[config.mk]
export PLATFORM = sky130hd
export DESIGN_NAME = sbus_frame_decoder_top
export DESIGN_NICKNAME = d
export VERILOG_FILES = /design/src/rtl/sbus_pkg.sv /design/src/rtl/sbus_emit.sv /design/src/rtl/sbus_frame_decoder_top.sv
export VERILOG_INCLUDE_DIRS = /design/src /design/src/rtl
export SDC_FILE = /design/constraint.sdc
export NUM_CORES = 1
export LEC_CHECK = 0
export BUFFER_PORTS_ARGS = -buffer_cell sky130_fd_sc_hd__buf_2
export CAP_MARGIN = 40
export CORE_MARGIN = 2
export CORE_UTILIZATION = 58
export CTS_BUF_LIST = sky130_fd_sc_hd__clkbuf_8
export CTS_CLUSTER_SIZE = 12
export DETAILED_ROUTE_END_ITERATION = 8
export GPL_TIMING_DRIVEN = 0
export PLACE_DENSITY = 0.78
export SLEW_MARGIN = 15
export SYNTH_ARGS = -nofsm -noshare
export SYNTH_HDL_FRONTEND = slang
export SYNTH_SLANG_ARGS = --single-unit
[constraint.sdc]
create_clock -name i_clk -period 6.4 [get_ports i_clk]
set_clock_uncertainty 0.15 [all_clocks]
set_input_delay 1.28 -clock i_clk [delete_from_list [all_inputs] [get_ports i_clk]]
set_output_delay 1.28 -clock i_clk [all_outputs]
set_load 0.05 [all_outputs]
[src/rtl/assert_macros.svh]
// Assertion helper macros shared by the RTL.
// No dependencies; included by files that carry concurrent checks.
`ifndef ASSERT_MACROS_SVH
`define ASSERT_MACROS_SVH

// same-cycle implication, disabled during reset
`define AST_IMPL(label, clk, rst_n, ante, cons) \
    label: assert property (@(posedge clk) disable iff (!(rst_n)) (ante) |-> (cons)) \
        else $error("assertion failed: same-cycle implication");

// next-cycle implication, disabled during reset
`define AST_NEXT(label, clk, rst_n, ante, cons) \
    label: assert property (@(posedge clk) disable iff (!(rst_n)) (ante) |=> (cons)) \
        else $error("assertion failed: next-cycle implication");

`endif

[src/rtl/sbus_pkg.sv]
// Shared constants, types and channel unpack function for the S.BUS decoder.
// No dependencies.
package sbus_pkg;

    localparam int WIN_LEN   = 25;
    localparam int NUM_SLOTS = 16;
    localparam int CH_W      = 11;
    localparam int SLOT_W    = 4;
    localparam int FRESH_W   = 5;
    localparam int LOST_W    = 5;
    localparam int FIELD_W   = NUM_SLOTS * CH_W;  // bytes 1..22

    localparam logic [7:0]         SYNC_BYTE  = 8'h0F;
    localparam logic [7:0]         END_BYTE   = 8'h00;
    localparam logic [7:0]         LOST_FLAGS = 8'h0C;
    localparam logic [LOST_W-1:0]  LOST_SAT   = 5'd30;
    localparam logic [LOST_W-1:0]  LIMIT_RST  = 5'd25;
    localparam logic [FRESH_W-1:0] FRESH_FULL = 5'd25;
    localparam logic [FRESH_W-1:0] FRESH_NEAR = 5'd24;
    localparam logic [SLOT_W-1:0]  LAST_SLOT  = 4'd15;

    typedef logic [NUM_SLOTS-1:0][CH_W-1:0] t_chan_arr;

    typedef struct packed {
        logic busy;       // results of a frame still pending
        logic last_xfer;  // final slot transferred this cycle
    } t_emit_stat;

    // channel s of the packed field, slots 1 and 2 swapped
    function automatic t_chan_arr unpack_frame(input logic [FIELD_W-1:0] f);
        t_chan_arr c;
        int        src;
        for (int s = 0; s < NUM_SLOTS; s++) begin
            src  = (s == 1) ? 2 : (s == 2) ? 1 : s;
            c[s] = f[CH_W*src +: CH_W];
        end
        return c;
    endfunction

endpackage

[src/rtl/sbus_emit.sv]
// Result sequencer: holds one decoded frame and sends its 16 channels in slot order.
// Depends on sbus_pkg.
module sbus_emit
    import sbus_pkg::*;
(
    input  logic                 i_clk,
    input  logic                 i_rst_n,
    input  logic                 i_load,
    input  t_chan_arr            i_chans,
    input  logic                 i_link,
    input  logic                 i_ch_stall,
    output t_emit_stat           o_status,
    output logic                 o_ch_valid,
    output logic [SLOT_W-1:0]    o_slot,
    output logic [CH_W-1:0]      o_value,
    output logic                 o_link_up,
    output logic                 o_last
);

    logic              r_busy;
    logic [SLOT_W-1:0] r_slot;
    t_chan_arr         r_ch;
    logic              r_link;
    logic              xfer;

    assign xfer = r_busy && !i_ch_stall;

    always_ff @(posedge i_clk) begin
        if (!i_rst_n) begin
            r_busy <= 1'b0;
            r_slot <= '0;
        end else if (i_load) begin
            r_busy <= 1'b1;
            r_slot <= '0;
        end else if (xfer) begin
            r_slot <= r_slot + 1'b1;
            if (r_slot == LAST_SLOT) begin
                r_busy <= 1'b0;
            end
        end
    end

    // payload: channel queue shifts toward entry 0 on each transfer
    always_ff @(posedge i_clk) begin
        if (i_load) begin
            r_ch   <= i_chans;
            r_link <= i_link;
        end else if (xfer) begin
            for (int i = 0; i < NUM_SLOTS - 1; i++) begin
                r_ch[i] <= r_ch[i+1];
            end
        end
    end

    assign o_ch_valid         = r_busy;
    assign o_slot             = r_slot;
    assign o_value            = r_ch[0];
    assign o_link_up          = r_link;
    assign o_last             = (r_slot == LAST_SLOT);
    assign o_status.busy      = r_busy;
    assign o_status.last_xfer = xfer && (r_slot == LAST_SLOT);

endmodule

[src/rtl/sbus_frame_decoder_top.sv]
// S.BUS frame decoder: one received byte per transfer, 16 channel results per frame.
// Latency: first result valid the cycle after the frame-closing byte is taken;
// the 16 results follow at one per cycle while the output is not stalled.
// Throughput: one byte per cycle; input stalls only while a frame's results are
// still pending and 24 or more bytes have come in since that frame.
// Reset: synchronous, active low; clears window and counters, sets the limit to 25, no results pending.
module sbus_frame_decoder_top
    import sbus_pkg::*;
(
    input  logic                i_clk,
    input  logic                i_rst_n,
    input  logic                i_rx_valid,
    output logic                o_rx_stall,
    input  logic [7:0]          i_rx_byte,
    input  logic                i_cfg_we,
    input  logic [LOST_W-1:0]   i_cfg_wdata,
    output logic                o_ch_valid,
    input  logic                i_ch_stall,
    output logic [SLOT_W-1:0]   o_slot,
    output logic [CH_W-1:0]     o_value,
    output logic                o_link_up,
    output logic                o_last
);

`include "assert_macros.svh"

    logic [7:0]         r_win [WIN_LEN];
    logic [FRESH_W-1:0] r_fresh;
    logic [FRESH_W-1:0] n_fresh;
    logic [LOST_W-1:0]  r_lost;
    logic [LOST_W-1:0]  n_lost;
    logic               n_link;
    logic [LOST_W-1:0]  r_lost_limit;
    logic               rx_xfer;
    logic               frame_hit;
    logic [FIELD_W-1:0] field;
    t_chan_arr          chans;
    t_emit_stat         emit_stat;

    // hold off a byte that could close a frame while the last one is still going out
    assign o_rx_stall = emit_stat.busy && (r_fresh >= FRESH_NEAR);
    assign rx_xfer    = i_rx_valid && !o_rx_stall;

    always_comb begin
        n_fresh = (r_fresh < FRESH_FULL) ? r_fresh + 1'b1 : r_fresh;
        // window after shift: new[0] = r_win[1], new[24] = incoming byte
        frame_hit = rx_xfer && (r_win[1] == SYNC_BYTE) && (i_rx_byte == END_BYTE)
                    && (n_fresh == FRESH_FULL);
        for (int k = 1; k <= 22; k++) begin
            field[8*(k-1) +: 8] = r_win[k+1];
        end
        // flags byte lands at new[23] = r_win[24]
        if (r_win[24] == LOST_FLAGS) begin
            n_lost = (r_lost < LOST_SAT) ? r_lost + 1'b1 : r_lost;
        end else begin
            n_lost = '0;
        end
        n_link = (n_lost <= r_lost_limit);
        chans  = unpack_frame(field);
    end

    always_ff @(posedge i_clk) begin
        if (!i_rst_n) begin
            for (int i = 0; i < WIN_LEN; i++) begin
                r_win[i] <= '0;
            end
            r_fresh <= '0;
            r_lost  <= '0;
        end else if (rx_xfer) begin
            for (int i = 0; i < WIN_LEN - 1; i++) begin
                r_win[i] <= r_win[i+1];
            end
            r_win[WIN_LEN-1] <= i_rx_byte;
            if (frame_hit) begin
                r_fresh <= '0;
                r_lost  <= n_lost;
            end else begin
                r_fresh <= n_fresh;
            end
        end
    end

    always_ff @(posedge i_clk) begin
        if (!i_rst_n) begin
            r_lost_limit <= LIMIT_RST;
        end else if (i_cfg_we) begin
            r_lost_limit <= i_cfg_wdata;
        end
    end

    sbus_emit u_emit (
        .i_clk      (i_clk),
        .i_rst_n    (i_rst_n),
        .i_load     (frame_hit),
        .i_chans    (chans),
        .i_link     (n_link),
        .i_ch_stall (i_ch_stall),
        .o_status   (emit_stat),
        .o_ch_valid (o_ch_valid),
        .o_slot     (o_slot),
        .o_value    (o_value),
        .o_link_up  (o_link_up),
        .o_last     (o_last)
    );

    `AST_IMPL(a_no_load_busy, i_clk, i_rst_n, frame_hit, !emit_stat.busy)
    `AST_NEXT(a_frame_starts, i_clk, i_rst_n, frame_hit, o_ch_valid && (o_slot == '0))
    `AST_NEXT(a_last_ends, i_clk, i_rst_n, emit_stat.last_xfer, !o_ch_valid)
    `AST_IMPL(a_lost_sat, i_clk, i_rst_n, 1'b1, (r_lost <= LOST_SAT) && (r_fresh <= FRESH_FULL))

endmodule

==> flow_metrics.tcl <==
set metrics [dict create \
    outcome "complete, no violations" \
    syn_avg_cell_area_sq_um 12.3 \
    die_h_um 169 \
    place_ws_ps 2000 \
    clockBufferDepth 3 \
    cts_tree "done" \
    hold_class "reg2reg" \
    worstMarginPinSlew_ps 716 \
    use_met2 0.357 \
    drive_above_1_share 0.115 \
    vias 9382 \
    end_kind "flip-flop" \
    setup_viol 0 \
    ys_ff_latch 389 \
    clock-sinks 389 \
    grt_pass1_wl_mm 47.3 \
    root_buffer "clkbuf_8" \
    ys_warn_count 0 \
    drt-pass1-iter-count 5 \
    drt-initial-drc-count 801 \
    area_growth_pct 11.3 \
    grt_max_degree 75 \
    tns_ps 0 \
    synth.most_common_cell "nand2_1" \
    synth_area_sq_um 15800 \
    crit_fanout 56 \
    post_cts_buffers 0 \
    hold_viol_final 0 \
    cpPeakStageDelay_ps 640 \
    synth_edf_count 369 \
    die_area_sq_um 28600 \
    antenna_found_initial 0 \
    synth_cell_types 42 \
    seq_area_frac_synth 0.725 \
    hpwl_mm 18.6 \
    h-tree-depth 2 \
    synth_ff_type "edfxtp_1" \
    clock.fmax_ghz 0.261 \
    vdd_ir_drop_max_uv 181 \
    fp.dieW_um 169 \
    holdBufCountCts 0 \
    io_buffers 34 \
    track_usage 0.209 \
    crit_top_cell "buf_4" \
    maxSlewHeadroom 0.518 \
    grt_setup_unrepaired "no" \
    design.core.area_sq_um 26900 \
    cts-buffers-inserted 57 \
    use_met3 0.0331 \
    synth_common_cells "nand2_1, edfxtp_1, and2_1" \
    syn_nets 1313 \
    period_needed_ps 3840 \
    drt-total-wl_mm 28.8 \
    arrival_ps 3910 \
    antenna_cells 0 \
    multi_input_area_sq_um 3880 \
    vias_per_cell 5.29 \
    crit_slowest_cell "nor4_1" \
    synth_top_cell_by_area "edfxtp_1" \
    start_util 0.589 \
    fin_crit_sh 0.599 \
    cp.required_ps 6480 \
    wl_per_cell_um 16.2 \
    power_leakage_nw 7.26 \
    crit_chain "buf_2 -> nor4_1 -> and3_1 -> and4b_1 -> buf_4 -> buf_4 -> or2_4 -> buf_12 -> buf_16" \
    async_reset_ff_frac 0 \
    gp_congestion 0.777 \
    grt_busiest_layer "met2" \
    synth_area_leaders "edfxtp_1, nand2_1, and2_1, dfxtp_1, buf_6" \
    drc 0 \
    nets 1413 \
    rows 60 \
    gr-total-overflow 0 \
    clk_latency_ps 590 \
    cts_resized 0 \
    slew_viol_final 0 \
    nFillCells 1908 \
    fin_ws_ps 2560 \
    syn_inst 1287 \
    cp-start-kind "input pin" \
    ant_nets 0 \
    use_met1 0.280 \
    path_clk_slew_ps 70 \
    seqCellArea_sq_um 11500 \
    maxCapViolations 0 \
    crit_type "in2reg" \
    utilization 0.655 \
    grt_pass1_vias 9459 \
    io_pins 37 \
    synth.top_cell.area_share 0.700 \
    power.density_nw_per_um2 273 \
]
[stage by stage]
step,hold slack (ps),instances,power (mW),cell area (sq um)
5_1_grt,316,1774,4.96,17600
2_1_floorplan,268,1287,3.02,15800
3_5_place_dp,279,1669,3.07,16600
3_3_place_gp,275,1662,3.07,16400
6_report,289,1774,4.80,17600
4_1_cts,291,1774,4.84,17600
[area by class of cell]
type                            count  area share
Tap cell                          341      0.0242
Buffer                             79      0.0264
Inverter                            8     0.00170
Clock buffer                       62      0.0484
Clock inverter                     43     0.00980
Timing Repair Buffer               41      0.0176
Multi-Input combinational cell    811       0.220
Sequential cell                   389       0.652
[worst paths after layout]
path,depth (start not counted),to,slack (ps),start
setup / recovery,9,u_emit.r_ch[110],2560,i_rx_byte[2]
hold reg to reg,0,u_emit.r_ch[166],290,r_win[11][6]
hold / removal,0,u_emit.r_ch[166],290,r_win[11][6]
setup reg to reg,8,u_emit.r_ch[110],3090,r_win[0][12]
[state kept, by name (all words and copies together), names as in the netlist]
name and flops:
r_win 192, u_emit.r_ch 165, u_emit.o_value 11, r_fresh 5, r_lost 5, r_lost_limit 5, u_emit.o_slot 4, u_emit.o_ch_valid 1
u_emit.o_link_up 1
[routing by layer]
layer / part of all wire / vias to the layer above / wire length, um
met5: 0 / - / 0
li1: - / 4515 / -
met3: 0.052 / 55 / 1510
met4: 0.020 / 0 / 578
met1: 0.43 / 4552 / 12300
met2: 0.50 / 260 / 14400
[cells in the final DEF, fill, tap and decap left out, types with 4 or more instances in the layout]
cell,count
a21oi_1,9
and2_1,193
buf_16,4
buf_2,60
buf_4,13
buf_6,12
clkbuf_1,29
clkbuf_8,62
clkinv_2,5
dfxtp_1,20
edfxtp_1,369
ha_1,8
inv_1,42
mux2i_1,5
nand2_1,516
nand3_1,8
nor2_1,17
o211ai_1,4
[worst max-delay path, delay by kind of cell]
kind,cells,cell delay [ps]
buf+inv,5,1060
simple gates,4,1510
[report_power, final]
| part | internal (mW) | total [mW] | switching [mW] |
|---|---|---|---|
| registers | 2.86 | 2.91 | 0.0448 |
| clock network | 0.888 | 1.78 | 0.892 |
| logic | 0.0412 | 0.115 | 0.0740 |
[cells by family (layout without fill, tap and decap cells)]
kind of cell | Yosys count | in the layout | synth area share
simple gates | 763 | 763 | 0.218
flops | 389 | 389 | 0.725
buf+inv | 87 | 233 | 0.0313
compound gates | 30 | 30 | 0.0130
fa+ha+maj | 8 | 8 | 0.00632
xor+xnor | 5 | 5 | 0.00277
mux | 5 | 5 | 0.00316
(Power assumes the default switching activity.)
